**config.mk**
```make
export PLATFORM = sky130hd
export DESIGN_NAME = hts_front
export DESIGN_NICKNAME = d
export VERILOG_FILES = /design/src/rtl/core/hts_pkg.sv /design/src/rtl/core/hts_front.sv
export SDC_FILE = /design/constraint.sdc
export NUM_CORES = 1
export LEC_CHECK = 0
export ABC_AREA = 1
export BUFFER_PORTS_ARGS = -buffer_cell sky130_fd_sc_hd__buf_2
export CORE_ASPECT_RATIO = 0.75
export CORE_MARGIN = 2
export CORE_UTILIZATION = 44
export CTS_CLUSTER_SIZE = 8
export DETAILED_ROUTE_END_ITERATION = 6
export PLACE_DENSITY_LB_ADDON = 0.25
export SYNTH_ARGS = -nofsm -noshare
export SYNTH_HDL_FRONTEND = slang
export SYNTH_SLANG_ARGS = --single-unit
export TNS_END_PERCENT = 30
```
**constraint.sdc**
```tcl
create_clock -name i_clk -period 3.8 [get_ports i_clk]
set_input_delay 0.57 -clock i_clk [delete_from_list [all_inputs] [get_ports i_clk]]
set_output_delay 0.57 -clock i_clk [all_outputs]
set_load 0.03 [all_outputs]
```
**src/rtl/core/hts_pkg.sv**
```systemverilog
// Shared types and constants of the heightmap triangle height sampler.
`default_nettype none

package hts_pkg;

    localparam int MAP_DIM     = 256;
    localparam int COORD_W     = $clog2(MAP_DIM);
    localparam int HALF_W      = COORD_W - 1;
    localparam int BANK_AW     = 2 * HALF_W;
    localparam int BANK_DEPTH  = 1 << BANK_AW;
    localparam int FRAC_BITS   = 8;
    localparam int SCALE_FRAC  = 8;
    localparam int PIX_W       = 8;
    localparam int POS_W       = 18;
    localparam int DIM_W       = 9;
    localparam int SCALE_W     = 16;
    localparam int HEIGHT_W    = 26;
    localparam int CORNER_W    = PIX_W + 3;
    localparam int TERM_W      = CORNER_W + FRAC_BITS + 2;
    localparam int SUM_W       = TERM_W + FRAC_BITS + 2;
    localparam int HPOS_W      = PIX_W + 1 + 2 * FRAC_BITS;
    localparam int PROD_W      = HPOS_W + SCALE_W;
    localparam int Q_DEPTH     = 4;
    localparam int Q_AW        = $clog2(Q_DEPTH);
    localparam int PADDR_W     = 4;
    localparam int PDATA_W     = 32;

    localparam logic [DIM_W-1:0]   DIM_MAX     = DIM_W'(MAP_DIM);
    localparam logic [DIM_W-1:0]   WIDTH_RST   = DIM_W'(256);
    localparam logic [DIM_W-1:0]   LENGTH_RST  = DIM_W'(256);
    localparam logic [SCALE_W-1:0] SCALE_RST   = SCALE_W'(256);
    localparam logic [FRAC_BITS:0] FRAC_ONE    = (FRAC_BITS + 1)'(1 << FRAC_BITS);

    typedef enum logic [1:0] {
        REG_MAP_WIDTH    = 2'd0,
        REG_MAP_LENGTH   = 2'd1,
        REG_HEIGHT_SCALE = 2'd2
    } t_reg_idx;

    // One classified item on its way from the front to the back.
    typedef struct packed {
        logic                         is_query;
        logic                         outside;
        logic                         zp0;
        logic                         zp1;
        logic                         xp0;
        logic                         xp1;
        logic [1:0][HALF_W-1:0]       row_hi;
        logic [1:0][HALF_W-1:0]       col_hi;
        logic [FRAC_BITS-1:0]         fx;
        logic [FRAC_BITS-1:0]         fz;
        logic [PIX_W-1:0]             pixel;
    } t_item;

endpackage

`default_nettype wire

```
**src/rtl/core/hts_front.sv**
```systemverilog
// Front end: accepts input beats, classifies loads and queries, computes corner addresses.
`default_nettype none

module hts_front (
    input  wire logic                          i_clk,
    input  wire logic                          i_rst_n,
    input  wire logic                          i_valid,
    output logic                               o_stall,
    input  wire logic                          i_mode,
    input  wire logic [hts_pkg::COORD_W-1:0]   i_load_column,
    input  wire logic [hts_pkg::COORD_W-1:0]   i_load_row,
    input  wire logic [hts_pkg::PIX_W-1:0]     i_pixel,
    input  wire logic signed [hts_pkg::POS_W-1:0] i_sample_x,
    input  wire logic signed [hts_pkg::POS_W-1:0] i_sample_z,
    input  wire logic [hts_pkg::DIM_W-1:0]     i_map_width,
    input  wire logic [hts_pkg::DIM_W-1:0]     i_map_length,
    output logic                               o_push,
    output hts_pkg::t_item                     o_item,
    input  wire logic                          i_full
);
    import hts_pkg::*;

    logic                   r_fv;
    logic                   n_fv;
    t_item                  r_item;
    t_item                  n_item;
    logic                   accept;
    logic                   useful;
    logic [DIM_W-1:0]       w_eff;
    logic [DIM_W-1:0]       l_eff;
    logic [DIM_W-1:0]       frow;
    logic [COORD_W-1:0]     xi;
    logic [COORD_W-1:0]     zi;
    logic [COORD_W-1:0]     x1;
    logic [COORD_W-1:0]     z1;
    logic [DIM_W-1:0]       x1_sum;
    logic [DIM_W-1:0]       z1_sum;
    logic                   x_out;
    logic                   z_out;
    logic                   load_ok;

    assign w_eff = (i_map_width > DIM_MAX) ? DIM_MAX : i_map_width;
    assign l_eff = (i_map_length > DIM_MAX) ? DIM_MAX : i_map_length;

    assign o_stall = r_fv && i_full;
    assign accept  = i_valid && !o_stall;
    assign o_push  = r_fv && !i_full;
    assign o_item  = r_item;

    always_comb begin
        x_out  = i_sample_x[POS_W-1] ||
                 (i_sample_x[POS_W-2:0] >= {w_eff, {FRAC_BITS{1'b0}}});
        z_out  = i_sample_z[POS_W-1] ||
                 (i_sample_z[POS_W-2:0] >= {l_eff, {FRAC_BITS{1'b0}}});
        xi     = i_sample_x[FRAC_BITS +: COORD_W];
        zi     = i_sample_z[FRAC_BITS +: COORD_W];
        x1_sum = {1'b0, xi} + DIM_W'(1);
        z1_sum = {1'b0, zi} + DIM_W'(1);
        // Past the last column or row the neighbor is the sample itself.
        x1     = (x1_sum < w_eff) ? x1_sum[COORD_W-1:0] : xi;
        z1     = (z1_sum < l_eff) ? z1_sum[COORD_W-1:0] : zi;
        frow   = l_eff - DIM_W'(1) - {1'b0, i_load_row};
        load_ok = ({1'b0, i_load_column} < w_eff) && ({1'b0, i_load_row} < l_eff);

        n_item          = r_item;
        n_item.is_query = i_mode;
        n_item.pixel    = i_pixel;
        n_item.fx       = i_sample_x[FRAC_BITS-1:0];
        n_item.fz       = i_sample_z[FRAC_BITS-1:0];
        if (i_mode) begin
            n_item.outside   = x_out || z_out;
            n_item.xp0       = xi[0];
            n_item.xp1       = x1[0];
            n_item.zp0       = zi[0];
            n_item.zp1       = z1[0];
            n_item.col_hi[0] = xi[0] ? x1[COORD_W-1:1] : xi[COORD_W-1:1];
            n_item.col_hi[1] = xi[0] ? xi[COORD_W-1:1] : x1[COORD_W-1:1];
            n_item.row_hi[0] = zi[0] ? z1[COORD_W-1:1] : zi[COORD_W-1:1];
            n_item.row_hi[1] = zi[0] ? zi[COORD_W-1:1] : z1[COORD_W-1:1];
            useful           = 1'b1;
        end else begin
            n_item.outside   = 1'b0;
            n_item.xp0       = i_load_column[0];
            n_item.xp1       = i_load_column[0];
            n_item.zp0       = frow[0];
            n_item.zp1       = frow[0];
            n_item.col_hi[0] = i_load_column[COORD_W-1:1];
            n_item.col_hi[1] = i_load_column[COORD_W-1:1];
            n_item.row_hi[0] = frow[COORD_W-1:1];
            n_item.row_hi[1] = frow[COORD_W-1:1];
            useful           = load_ok;
        end

        n_fv = r_fv;
        if (accept) begin
            n_fv = useful;
        end else if (o_push) begin
            n_fv = 1'b0;
        end
    end

    always_ff @(posedge i_clk) begin
        if (!i_rst_n) begin
            r_fv <= 1'b0;
        end else begin
            r_fv <= n_fv;
        end
    end

    always_ff @(posedge i_clk) begin
        if (accept) begin
            r_item <= n_item;
        end
    end

    a_stall_needs_item: assert property (@(posedge i_clk) disable iff (!i_rst_n)
        o_stall |-> r_fv)
        else $error("front stalls with no item held");

endmodule

`default_nettype wire

```
==> results.md <==
- Capture point of the worst reg-to-reg path: o_item[5]
- Pin count of the biggest net entering global routing: a little under 60
- Root Buffer: clkbuf_16
- Register area: roughly 1800 um^2
- Slew Viols, Final: 0
- Core area: 9700 um^2
- DRC: 0
- Grt peak-use layer: met1
- CTS buffer count: 9
- Startpoint Class: primary input
- Drt via density: roughly 5
- Clk sinks: between 50 and 60
- Post-Route WL: 11800 um
- Final setup fails: 0
- Max Cap Violations: 0
- Crit path time final: between 2 and 3 ns
- Hold buffer count at cts: 0
- Worst-path clk slew: about 0.050 ns
- Antenna violations before repair: 0
- Wire per inst: around 15 um
- EDFF count, synth: 58
- Crit Path Category: primary input to register
- R2r setup slk: 2.29 ns
- Clock network power share: 36.0%
- CTS resizes: 0
- Period utilization: about three quarters
- CP startpoint: i_sample_z[8]
- All-Layer GR Usage: 22.0%
- R2r worst-path depth: 4
- Net Sw Power: roughly 650 uW
- GP Congestion: slightly above 0.9
- Vias in the first global route: approximately 3800
- Maximum VDD drop: about 0.00032 V
- Syn_nets: about 670
- Postcts setup bufs: 0
- M3 GR Usage: under 10%
- WHS Path Cells: 1
- H-tree levels: 3
- Met2 Use GR: between 30 and 40%
- Final hold violations: 0
- Detailed Route Iter0 Violations: 267
- F_max: about 360 MHz
- Antenna diodes: 0
- Crit path max fanout: 12
- Initial Util: around 45%
- Die Y: roughly 91 um
- M1 GR Usage: roughly a third
- Internal power: 1470 uW
- Final net count: approximately 800
- Setup tns final: 0 ns
- Row cnt: 31
- Worst slew pin tran: ~0.98 ns
- Status: finished clean
- GRT overflow: 0
- Synth area leader: edfxtp_1
- Die area: between 10000 and 15000 um^2
- Antenna-violating nets left: 0
- Post-synthesis sequential area ratio: around 40%
- Crit path DAT: ~2.8 ns
- Placed inst area: 5250 um^2
- Worst-case clock buffer depth: 2
- Skew final: 0.00568 ns
- Async SR Flop Fraction: 0%
- Synth area leaders: edfxtp_1 (40%), ha_1 (17%), nand2_1 (12%)
- Leakage: 0.00278 uW
- CP endpoint kind: register
- Commonest cells post-synth: nand2_1 (140), ha_1 (60), edfxtp_1 (58), inv_1 (58), nor2_1 (48)
- RR Startpoint: r_fv
- Hold_sp: i_pixel[0]
- Worst EP required: 3.86 ns
- Most frequent cell after synthesis: nand2_1
- Sw Share: 30.6%
- Netlist cell types: 36
- Flop pwr share: 37.6%
- Syn Area/Cell: around 8.4 um^2
- FILL cells: roughly 900
- Drt pass-1 iters: 4
- Share of cells above drive strength 1: a little over a quarter
- Final Cell Area: between 5000 and 6000 um^2
- Area of the multi-input gates: roughly 2400 um^2
- Mapped Cells: 525
- Worst-skew pair later-pin latency: about 0.32 ns
- Synthesized cell area: around 4400 um^2
- Worst slew margin: between 30% and 40%
- IO Port Bufs: between 100 and 150
- Die span in x: 119 um
- Hold Path Sink: o_item[0]
- Power per cell area: approximately 380 nW/um^2
- Top Ports: roughly 140
- Synthesized flop and latch total: a little under 60
- Synth warnings: 0
- RSZ-0062 raised after global routing: false
- Clock tree from TritonCTS: done
- Ys flop type: edfxtp_1
- Area growth from synthesis to layout: 25.9%
- Logic gate share of total power: between 20% and 30%
- First-pass GRT wire length: roughly 19000 um
- Top-area cell type share of the netlist area: 39.6%
- Hpwl dp: approximately 9700 um
- Worst min path class: primary input to register
- Overall via count from detail_route: between 4000 and 5000
cells in the final DEF (no fill, tap or decap), drive strengths merged, types with 11 or more instances in the layout:
cell and n:
a21oi 38, buf 143, clkbuf 11, edfxtp 58, ha 60, inv 63, nand2 142, nand3 29
nor2 51, o21ai 39
final cells by class:
type                       instances  area share [%]
clock buffer                      11            4.21
clock inverter                     5           0.972
inverter                          63            4.27
multi-input combinational        396            42.8
sequential                        59            31.8
tap                              132            2.98
timing repair buffer             143            13.0
logic make-up after synthesis:
family	count (synthesis)	share of synthesized area (%)
simple gates	245	24.3
fa+ha+maj	61	17.5
buf+inv	70	6.24
flops	59	40.1
xor+xnor	10	1.99
compound gates	80	9.85
worst max path at each step:
stage | slack [ns] | cells after the start | endpoint
after floorplan | 0.07 | 3 | o_item[0]
final | 1.02 | 14 | o_item[48]
after global routing | 0.84 | 16 | o_item[36]
after global placement | 0.83 | 15 | o_item[26]
after CTS | 1.03 | 14 | o_item[48]
after detailed placement | 0.70 | 14 | o_item[48]
worst max-delay path: stages:
cell	delay [ns]
buf_2	0.20
ha_1	0.19
nand2_1	0.08
inv_2	0.07
nand3_1	0.08
nor4_1	0.24
ha_1	0.32
a21oi_1	0.21
o21a_1	0.24
nand3_2	0.25
nand2_1	0.14
nand2_1	0.06
o21ai_1	0.12
nand2_1	0.06
stage by stage:
| step | hold slack [ns] | instances | setup slack, ns | total power, uW | utilization (%) |
|---|---|---|---|---|---|
| floorplan | 0.453 | 525 | 0.0745 | 1180 | - |
| global placement | 0.461 | 793 | 0.831 | 1340 | 54.1 |
| detailed placement | 0.487 | 793 | 0.704 | 1360 | 54.1 |
| CTS | 0.416 | 809 | 1.03 | 2130 | 57.1 |
| global route | 0.425 | 809 | 0.845 | 2220 | 57.1 |
| finish | 0.429 | 809 | 1.02 | 2110 | 57.1 |
power by group through the flow:
stage	clock network (uW)	registers, uW	logic, uW
2_1_floorplan	0	913	265
3_3_place_gp	0	806	538
3_5_place_dp	0	808	553
4_1_cts	776	796	555
5_1_grt	808	799	618
6_report	761	795	557
layer usage:
layer	up-vias	share of wire (%)	wire, um
met4	0	0.95	112
met1	1783	49	5780
met5	-	0	0
met2	184	41	4820
li1	2076	-	-
met3	9	8.9	1050
sequential cells by signal, indices dropped and copies added (netlist names):
name    cells
o_item     58
r_fv        1
(Power assumes the default switching activity.)
