--- src/rtl/core/hts_pkg.sv ---
// Shared types and constants of the heightmap triangle height sampler.
`default_nettype none

package hts_pkg;

    localparam int MAP_DIM     = 256;
    localparam int COORD_W     = $clog2(MAP_DIM);
    localparam int HALF_W      = COORD_W - 1;
    localparam int BANK_AW     = 2 * HALF_W;
    localparam int BANK_DEPTH  = 1 << BANK_AW;
    localparam int FRAC_BITS   = 8;
    localparam int SCALE_FRAC  = 8;
    localparam int PIX_W       = 8;
    localparam int POS_W       = 18;
    localparam int DIM_W       = 9;
    localparam int SCALE_W     = 16;
    localparam int HEIGHT_W    = 26;
    localparam int CORNER_W    = PIX_W + 3;
    localparam int TERM_W      = CORNER_W + FRAC_BITS + 2;
    localparam int SUM_W       = TERM_W + FRAC_BITS + 2;
    localparam int HPOS_W      = PIX_W + 1 + 2 * FRAC_BITS;
    localparam int PROD_W      = HPOS_W + SCALE_W;
    localparam int Q_DEPTH     = 4;
    localparam int Q_AW        = $clog2(Q_DEPTH);
    localparam int PADDR_W     = 4;
    localparam int PDATA_W     = 32;

    localparam logic [DIM_W-1:0]   DIM_MAX     = DIM_W'(MAP_DIM);
    localparam logic [DIM_W-1:0]   WIDTH_RST   = DIM_W'(256);
    localparam logic [DIM_W-1:0]   LENGTH_RST  = DIM_W'(256);
    localparam logic [SCALE_W-1:0] SCALE_RST   = SCALE_W'(256);
    localparam logic [FRAC_BITS:0] FRAC_ONE    = (FRAC_BITS + 1)'(1 << FRAC_BITS);

    typedef enum logic [1:0] {
        REG_MAP_WIDTH    = 2'd0,
        REG_MAP_LENGTH   = 2'd1,
        REG_HEIGHT_SCALE = 2'd2
    } t_reg_idx;

    // One classified item on its way from the front to the back.
    typedef struct packed {
        logic                         is_query;
        logic                         outside;
        logic                         zp0;
        logic                         zp1;
        logic                         xp0;
        logic                         xp1;
        logic [1:0][HALF_W-1:0]       row_hi;
        logic [1:0][HALF_W-1:0]       col_hi;
        logic [FRAC_BITS-1:0]         fx;
        logic [FRAC_BITS-1:0]         fz;
        logic [PIX_W-1:0]             pixel;
    } t_item;

endpackage

`default_nettype wire

--- src/rtl/core/hts_queue.sv ---
// Short queue of classified items between front and back.
`default_nettype none

module hts_queue (
    input  wire logic           i_clk,
    input  wire logic           i_rst_n,
    input  wire logic           i_push,
    input  hts_pkg::t_item      i_item,
    output logic                o_full,
    output logic                o_empty,
    input  wire logic           i_pop,
    output hts_pkg::t_item      o_head
);
    import hts_pkg::*;

    t_item              r_mem [Q_DEPTH];
    logic [Q_AW-1:0]    r_wr_ptr;
    logic [Q_AW-1:0]    r_rd_ptr;
    logic [Q_AW:0]      r_count;
    logic [Q_AW:0]      n_count;

    assign o_full  = (r_count == (Q_AW + 1)'(Q_DEPTH));
    assign o_empty = (r_count == '0);
    assign o_head  = r_mem[r_rd_ptr];

    always_comb begin
        n_count = r_count;
        if (i_push && !i_pop) begin
            n_count = r_count + (Q_AW + 1)'(1);
        end else if (!i_push && i_pop) begin
            n_count = r_count - (Q_AW + 1)'(1);
        end
    end

    always_ff @(posedge i_clk) begin
        if (!i_rst_n) begin
            r_wr_ptr <= '0;
            r_rd_ptr <= '0;
            r_count  <= '0;
        end else begin
            if (i_push) begin
                r_wr_ptr <= r_wr_ptr + Q_AW'(1);
            end
            if (i_pop) begin
                r_rd_ptr <= r_rd_ptr + Q_AW'(1);
            end
            r_count <= n_count;
        end
    end

    always_ff @(posedge i_clk) begin
        if (i_push) begin
            r_mem[r_wr_ptr] <= i_item;
        end
    end

    a_no_overflow: assert property (@(posedge i_clk) disable iff (!i_rst_n)
        i_push |-> !o_full)
        else $error("queue push while full");

    a_no_underflow: assert property (@(posedge i_clk) disable iff (!i_rst_n)
        i_pop |-> !o_empty)
        else $error("queue pop while empty");

endmodule

`default_nettype wire

--- config.mk ---
export PLATFORM = sky130hd
export DESIGN_NAME = hts_queue
export DESIGN_NICKNAME = d
export VERILOG_FILES = /design/src/rtl/core/hts_pkg.sv /design/src/rtl/core/hts_queue.sv
export SDC_FILE = /design/constraint.sdc
export NUM_CORES = 1
export LEC_CHECK = 0
export BUFFER_PORTS_ARGS = -buffer_cell sky130_fd_sc_hd__buf_2
export CAP_MARGIN = 5
export CORE_MARGIN = 2
export CORE_UTILIZATION = 55
export DETAILED_ROUTE_END_ITERATION = 16
export PLACE_DENSITY_LB_ADDON = 0.2
export SLEW_MARGIN = 20
export SYNTH_ARGS = -nofsm -noshare
export SYNTH_HDL_FRONTEND = slang
export SYNTH_SLANG_ARGS = --single-unit
--- constraint.sdc ---
create_clock -name i_clk -period 7.04 [get_ports i_clk]
set_clock_uncertainty 0.15 [all_clocks]
set_input_delay 0.352 -clock i_clk [delete_from_list [all_inputs] [get_ports i_clk]]
set_output_delay 0.352 -clock i_clk [all_outputs]
set_load 0.01 [all_outputs]
==> results of run 1 <==
==> critical path: stages (launching register included) <==
cell     delay [ns]
dfxtp_4        0.45
buf_6          0.57
mux4_2         0.62
buf_2          0.16
==> placed cells by master, fill, tap and decap left out, types with 3 or more instances in the layout <==
cell and n:
edfxtp_1 232, ha_1 5, clkbuf_16 25, dfxtp_1 7, and2_4 4, clkinv_1 8
buf_2 121, mux4_2 58, xor2_1 3, dlygate4sd3_1 59, inv_1 4, clkbuf_1 7
and2_1 5
==> repair_timing <==
item	CTS	global route
hold endpoints to repair	238	0
hold buffers	59	0
resized for setup	0	0
==> how the worst max path moves through the flow <==
stage | end | slack, ns | cells past startpoint
after detailed placement | o_head[38] | 4.38 | 3
after global placement | o_head[32] | 4.36 | 3
after global routing | o_head[37] | 3.98 | 3
after floorplan | r_mem[2][0] | 4.56 | 3
after CTS | o_head[38] | 3.84 | 3
final | o_head[38] | 4.17 | 3
==> area by class of cell <==
type | count | share of cell area
Tap cell | 216 | 0.0246
Multi-Input combinational cell | 88 | 0.143
Clock inverter | 11 | 0.00867
Clock buffer | 32 | 0.0594
Sequential cell | 241 | 0.652
Timing Repair Buffer | 182 | 0.111
Inverter | 4 | 0.00137
==> registers in the layout, indices dropped and copies added (netlist names), named ones only <==
signal and count:
r_count 3, r_wr_ptr 2, r_rd_ptr 2, r_mem 232
==> power groups by stage <==
stage	Combinational (µW)	Clock, µW	Sequential, µW
2_1_floorplan	191	0	1690
3_3_place_gp	295	0	1690
3_5_place_dp	300	0	1700
4_1_cts	327	1230	1670
5_1_grt	348	1290	1670
6_report	320	1200	1670
==> layer usage <==
metal,part of all wire,track usage,wire [µm],up-vias
li1,-,-,-,1868
met1,0.42,0.244,6340,2145
met2,0.51,0.305,7710,117
met3,0.057,0.0395,869,28
met4,0.020,0.0526,311,0
met5,0,0,0,-
==> Yosys cell counts <==
library cell / instances
inv_1: 4
nor3b_1: 1
xnor2_1: 2
edfxtp_1: 232
a21boi_0: 1
buf_4: 3
dfxtp_1: 9
nand2_1: 1
mux4_2: 58
mux2i_1: 2
xor2_1: 3
and2_1: 9
o21ai_0: 1
ha_1: 5
nor3_1: 1
buf_6: 1
buf_2: 3
fa_1: 1
nor2b_1: 2
buf_1: 3
buf_12: 3
or3_1: 1
==> cell families (layout without fill, tap and decap cells) <==
| family | count (synthesis) | in the layout | share of synthesized area |
|---|---|---|---|
| AO/OA/AOI/OAI | 2 | 2 | 0.00142 |
| XOR/XNOR | 5 | 5 | 0.00496 |
| adder cells (fa/ha/maj) | 6 | 6 | 0.00934 |
| buffers and inverters | 17 | 229 | 0.0153 |
| flip-flops | 241 | 241 | 0.809 |
| multiplexers | 60 | 60 | 0.150 |
| AND/OR/NAND/NOR | 15 | 15 | 0.0103 |
==> per-stage QoR <==
step	power (µW)	area, µm²	instances	util	setup WS [ns]
2_1_floorplan	1880	8840	346	-	4.56
3_3_place_gp	1990	9620	672	0.610	4.36
3_5_place_dp	2000	9620	672	0.610	4.38
4_1_cts	3230	11000	774	0.695	3.84
5_1_grt	3310	11000	774	0.695	3.98
6_report	3190	11000	774	0.695	4.17
==> metrics.cfg, run 1 <==
[clock_tree]
postCtsSetupRepairBufs=0
cts_root_buf=clkbuf_16
htree_levels=1
cts_tree=yes
clk_pin_slew_worst_paths_ns=0.05
numClockSinks=241
clk_latency_ns=0.50
cts_max_path_buffers=3
cts_buffers=25

[detailed_routing]
via_per_inst=5.37
drt_iter0_markers=236
totalWireLength_um=15200
firstDrtPassIters=4
drc=0
antenna_left=0
vias=4158
routedWlPerCell_um=19.7

[worst_setup_path]
criticalPathCategory=register to primary output
rr_endpoint=r_mem[1][1]
arrival_ns=2.37
rrSetupSlack_ns=5.16
critPathRequiredTime_ns=6.54
cp-start-kind=register
reg2regPathDepth=3
critical_path.endpoint_type=primary output
r2r_start=r_wr_ptr[1]
crit_path_max_fanout=50

[place]
placement.io_buffers=121
place.gp.congestion=0.681
dp_hpwl_um=8220

[grt]
grt_pass1_wl_um=23400
grt_max_degree=59
grt_pass1_vias=4451
overflow=0
grt_usage=0.181
antenna_found_initial=0

[logic_synthesis]
syn_nets=414
synth_seq_area_share=0.809
ys_types=22
syn_avg_cell_area_um2=25.5
yosysTopAreaCell=edfxtp_1
synth_top_area_share=0.788
synth.area.top_cells=edfxtp_1 (79%), mux4_2 (15%), dfxtp_1 (2.0%), ha_1 (0.71%), buf_12 (0.68%)
netlist_instances=346
ys_ff_latch=241
ys_warn_count=0
netlist_area_um2=8840

[final_layout]
n_fill_cell=1037
layout.area.seq_um2=7150
drive_gt1_frac=0.385
nets=610
n_antenna_cell=0
multiInputGateArea_um2=1570
syn_to_final_growth_pct=24.1

[timing]
hold_ws_ns=0.0874
setup_violations=0
hold_violations=0
tightest_slew_ns=0.928
relSlewSlack=0.381
fin_crit_ns=2.87
final.setup.tns_ns=0
fmax_mhz=348
report.final.slew_viol_count=0
post-route-period-util=0.408
rsz0062_at_grt=false

[outcome]
status=finished, final reports clean

[pwr]
switching_share=0.209
p_int_uw=2520
combPwrFrac=0.100
power.share.clock=0.377
irDropWorstVdd_mv=0.214
powerDensity_nw_per_um2=291
leakage_uw=0.00375
p_seq_frac=0.523
p_sw_uw=668

[hold_path]
min_path_cells=3
min_to=r_rd_ptr[0]
min_from=i_pop
hold_class=input port to register

[floorplanning]
coreArea_um2=15800
fp.dieH_um=131
start_util=0.560
core.rowCount=46
die_area_um2=17100
ios=122
die_x_um=131

[run]
maxCapViolCount=0

Note: power is estimated with default switching activity, not from simulation.
==> run 2: changes to the inputs <==
==> constraint.sdc (replaced) <==
create_clock -name i_clk -period 2.95 [get_ports i_clk]
set_clock_uncertainty 0.15 [all_clocks]
set_input_delay 0.1475 -clock i_clk [delete_from_list [all_inputs] [get_ports i_clk]]
set_output_delay 0.1475 -clock i_clk [all_outputs]
set_load 0.01 [all_outputs]
==> metrics.cfg, run 2 (synthesis results as in run 1) <==
[final_layout]
layout_common_cells=edfxtp_1 (232), buf_2 (121), dlygate4sd3_1 (61), mux4_2 (58), clkbuf_16 (25)
mostFrequentLayoutCell=edfxtp_1
largest_registers=r_mem x232, r_count x3
syn_to_final_growth_pct=26.1
top_register=r_mem
n_antenna_cell=0  ; unchanged
nets=616  ; +0.98%
largest_reg_flops=232  ; unchanged
drive_gt1_frac=0.399  ; +0.0140
instances_no_fill=782  ; +1.0%
finalInstanceArea_um2=11100  ; +1.6%
final_util=0.707  ; +0.0113

[detailed_routing]
routedWlPerCell_um=19.9  ; +1.3%
drc=0  ; unchanged
vias=4215  ; +1.4%
antenna_left=0  ; unchanged
totalWireLength_um=15600  ; +2.3%
firstDrtPassIters=4  ; unchanged
via_per_inst=5.39  ; +0.33%
drt_iter0_markers=227  ; -3.8%

[place]
placement.io_buffers=121  ; unchanged
place_area_um2=9720  ; +1.0%
dp.cells=677  ; +0.74%
place.gp.congestion=0.697  ; +2.4%
dp_hpwl_um=8920  ; +8.5%

[clock_tree]
postCtsSetupRepairBufs=0  ; unchanged
cts_tree=yes
cts_max_path_buffers=3  ; unchanged
htree_levels=1  ; unchanged
post_cts_resized=0  ; unchanged
cts_root_buf=clkbuf_16
clk_latency_ns=0.49  ; about the same
cts_buffers=24  ; -4.0%
hold_buffers=61  ; +3.4%
numClockSinks=241  ; unchanged
clk_pin_slew_worst_paths_ns=0.06  ; about the same

[timing]
post-route-period-util=0.839
fmax_mhz=404
setup_violations=0  ; unchanged
tightest_slew_ns=0.904  ; -0.0243 ns
relSlewSlack=0.398  ; +0.0162
fin_crit_ns=2.47
report.final.slew_viol_count=0  ; unchanged
rsz0062_at_grt=false
hold_ws_ns=0.251  ; +0.163 ns
final.setup.tns_ns=0  ; unchanged
hold_violations=0  ; unchanged

[grt]
grt_max_degree=59  ; unchanged
overflow=0  ; unchanged
grt_pass1_vias=4616  ; +3.7%
grt_pass1_wl_um=23800  ; +1.8%
grt_usage=0.186  ; +0.00458
antenna_found_initial=0  ; unchanged

[pwr]
irDropWorstVdd_mv=0.502  ; +130%
leakage_uw=0.00384  ; +2.3%
powerDensity_nw_per_um2=703  ; +140%

[worst_setup_path]
cp-start-kind=register
criticalPathCategory=register to primary output
crit_path_max_fanout=24  ; -52%
arrival_ns=2.18  ; -0.19 ns
critical_path.endpoint_type=primary output
critPathRequiredTime_ns=2.65  ; -3.89 ns

[outcome]
status=finished, final reports clean

[floorplanning]
core.rowCount=46  ; unchanged
coreArea_um2=15800  ; unchanged
start_util=0.560  ; unchanged
ios=122  ; unchanged
die_x_um=131  ; unchanged
die_area_um2=17100  ; unchanged
fp.dieH_um=131  ; unchanged

[hold_path]
hold_class=input port to register

[run]
maxCapViolCount=0  ; unchanged

==> run 2: per-layer routing <==
metal | vias up | GRT usage | part of all wire
li1 | 1869 | - | -
met1 | 2219 | 0.237 | 0.40
met2 | 108 | 0.335 | 0.53
met3 | 19 | 0.0395 | 0.055
met4 | 0 | 0.0394 | 0.012
met5 | - | 0 | 0
==> run 2: final timing paths <==
kind                                  start            to  slack (ns)  cells after the start
worst max-delay path               register    o_head[15]        0.48                      3
worst min-delay path              i_item[8]   r_mem[3][8]        0.25                      2
worst max register to register  r_wr_ptr[0]  r_mem[3][31]        1.09                      2
worst min register to register   r_count[2]    r_count[2]        0.40                      2
==> run 2: per-stage QoR <==
step           power, µW  setup WS, ns
2_1_floorplan       4490         0.466
3_3_place_gp        4770         0.923
3_5_place_dp        4800         0.915
4_1_cts             7920         0.387
5_1_grt             8130         0.303
6_report            7840         0.476
==> run 2: report_power, final <==
part	leakage (µW)	internal (µW)	total (µW)	switching [µW]
Clock	0.000397	1900	3060	1170
Sequential	0.00221	3930	4000	71.7
Combinational	0.00124	399	771	373
Total	0.00384	6230	7840	1610
==> run 2: cell type report <==
cell class | count | area (µm²)
clock buffer | 32 | 652
clock inverter | 12 | 156
fill | 991 | 4630
inverter | 4 | 15.0
multi-input combinational | 88 | 1570
sequential | 241 | 7150
tap | 216 | 270
timing repair buffer | 189 | 1330
==> run 2: worst max-delay path: stages (launching register included) <==
cell and delay, ns:
dfxtp_4 0.67, buf_4 0.32, mux4_2 0.53, buf_2 0.15
==> run 3: changes to the inputs <==
--- a/config.mk
+++ b/config.mk
@@ -8,7 +8,7 @@
 export BUFFER_PORTS_ARGS = -buffer_cell sky130_fd_sc_hd__buf_2
 export CAP_MARGIN = 5
 export CORE_MARGIN = 2
-export CORE_UTILIZATION = 55
+export CORE_UTILIZATION = 51
 export DETAILED_ROUTE_END_ITERATION = 16
 export PLACE_DENSITY_LB_ADDON = 0.2
 export SLEW_MARGIN = 20
==> constraint.sdc (replaced) <==
create_clock -name i_clk -period 2.1 [get_ports i_clk]
set_clock_uncertainty 0.15 [all_clocks]
set_input_delay 0.105 -clock i_clk [delete_from_list [all_inputs] [get_ports i_clk]]
set_output_delay 0.105 -clock i_clk [all_outputs]
set_load 0.01 [all_outputs]
==> metrics.cfg, run 3 (synthesis results as in run 1) <==
[pwr]
p_sw_uw=2300  ; +43%
power.share.clock=0.384  ; -0.007
p_seq_frac=0.498  ; -0.013
leakage_uw=0.00401  ; +4.5%
p_int_uw=8900  ; +43%
switching_share=0.206  ; +0.000260
total_power_uw=11200  ; +43%
combPwrFrac=0.118  ; +0.020
powerDensity_nw_per_um2=967  ; +38%
irDropWorstVdd_mv=0.743  ; +48%

[floorplanning]
die_area_um2=18400  ; +7.6%
start_util=0.516  ; -0.0441
core.rowCount=48  ; +4.3%
coreArea_um2=17100  ; +8.5%
fp.dieH_um=136  ; +3.7%
ios=122  ; unchanged
die_x_um=136  ; +3.7%

[clock_tree]
clk_pin_slew_worst_paths_ns=0.06  ; about the same
cts_max_path_buffers=3  ; unchanged
cts_root_buf=clkbuf_16
htree_levels=1  ; unchanged
clk_latency_ns=0.50  ; about the same
numClockSinks=241  ; unchanged
cts_tree=yes
cts_buffers=24  ; unchanged

[place]
placement.io_buffers=121  ; unchanged
dp_hpwl_um=8200  ; -8.1%
place.gp.congestion=0.660  ; -5.3%
pre_cts_slack_ns=0.306  ; -0.609 ns
place_area_um2=9800  ; +0.73%

[timing]
report.final.slew_viol_count=0  ; unchanged
setup_violations=0  ; unchanged
hold_ws_ns=0.195  ; -0.0558 ns
relSlewSlack=0.752  ; +0.354
fin_crit_ns=2.10
tightest_slew_ns=0.373  ; -0.531 ns
rsz0062_at_grt=true
final.setup.tns_ns=0  ; unchanged
timing.final.ws_setup_ns=0.00151  ; -0.474 ns
fmax_mhz=477
hold_violations=0  ; unchanged
post-route-period-util=0.999

[final_layout]
drive_gt1_frac=0.413  ; +0.0142
largest_reg_flops=232  ; unchanged
top_register=r_mem
multiInputGateArea_um2=1570  ; unchanged
mostFrequentLayoutCell=edfxtp_1
syn_to_final_growth_pct=31.0
largest_registers=r_mem x232, r_count x3
finalInstanceArea_um2=11600  ; +3.9%
nets=629  ; +2.1%
n_fill_cell=1149  ; +16%
layout.area.seq_um2=7150  ; unchanged
layout_common_cells=edfxtp_1 (232), buf_2 (92), dlygate4sd3_1 (62), mux4_2 (58), buf_6 (30)

[detailed_routing]
firstDrtPassIters=4  ; unchanged
drc=0  ; unchanged
via_per_inst=5.23  ; -3.0%
antenna_left=0  ; unchanged
vias=4205  ; -0.24%
totalWireLength_um=15500  ; -0.42%
drt_iter0_markers=235  ; +3.5%
routedWlPerCell_um=19.3  ; -3.1%

[worst_setup_path]
criticalPathCategory=register to primary output
critPathRequiredTime_ns=1.85  ; -0.80 ns
cpLargestDelayFamily=multiplexers
cp_num_cells=4  ; +1
reg2regPathDepth=4  ; +2
r2r_start=r_count[0]
max_stage_delay_ns=0.49  ; -0.18 ns
critical_path.endpoint_type=primary output
rr_endpoint=r_count[2]
arrival_ns=1.84  ; -0.34 ns
rrSetupSlack_ns=0.44  ; -0.65 ns
cp-start-kind=register
worst_path_max_delay_cell=mux4_2
worstPathCellList=buf_12 -> clkbuf_16 -> mux4_2 -> buf_2
crit_path_max_fanout=9  ; -63%
path_buf_inv=3  ; +1

[hold_path]
hold_class=input port to register
min_to=r_mem[1][17]
min_path_cells=2  ; unchanged
min_from=i_item[17]

[outcome]
status=finished, final reports clean

[grt]
grt_usage=0.167  ; -0.0186
grt_pass1_vias=4420  ; -4.2%
antenna_found_initial=1  ; +1
grt_pass1_wl_um=23400  ; -1.7%
grt_max_degree=59  ; unchanged
overflow=0  ; unchanged

[run]
maxCapViolCount=0  ; unchanged

run 3: cell types whose count changed in the layout (fill, tap and decap cells not counted), sizes merged:
cell / change
bufinv: -1
diode: +1
buf: +9
dlygate4sd3: +1
clkbuf: +3
run 3: worst max path at each step:
stage | from | end | slack (ns)
2_1_floorplan | r_wr_ptr[0] | r_mem[2][0] | 0.24
3_3_place_gp | register | o_head[40] | 0.39
3_5_place_dp | i_push | r_count[2] | 0.31
4_1_cts | register | o_head[40] | -0.04
5_1_grt | register | o_head[12] | -0.07
6_report | register | o_head[12] | 0.002
run 3: through the flow:
step,utilization,instances
global route,0.676,804
global placement,0.572,689
floorplan,-,346
detailed placement,0.572,689
CTS,0.663,796
finish,0.676,804
run 3: final cells by class:
class | count | share of cell area
Antenna cell | 1 | 0.000216
Sequential cell | 241 | 0.618
Multi-Input combinational cell | 88 | 0.135
Clock buffer | 32 | 0.0589
Inverter | 4 | 0.00130
Tap cell | 225 | 0.0243
Clock inverter | 11 | 0.0121
Timing Repair Buffer | 202 | 0.150
run 3: what timing repair did:
action,4_1_cts,5_1_grt
endpoints found under the hold margin,241,0
gates cloned,0,4
setup buffers,2,3
resized for setup,15,16
setup endpoints to repair,51,46
hold buffers,62,0
run 3: metal layers:
layer,up-vias,global-route usage,share of wire,wire length [µm]
li1,1904,-,-,-
met1,2166,0.215,0.40,6190
met3,22,0.0348,0.062,969
met5,-,0,0,0
met2,113,0.293,0.52,8120
met4,0,0.0446,0.016,251
run 3: power by group through the flow:
stage          clock (µW)  sequential [µW]  combinational, µW
6_report             4300             5580               1320
5_1_grt              4610             5600               1430
3_3_place_gp            0             5680               1040
2_1_floorplan           0             5670                642
4_1_cts              4420             5590               1230
3_5_place_dp            0             5700               1060
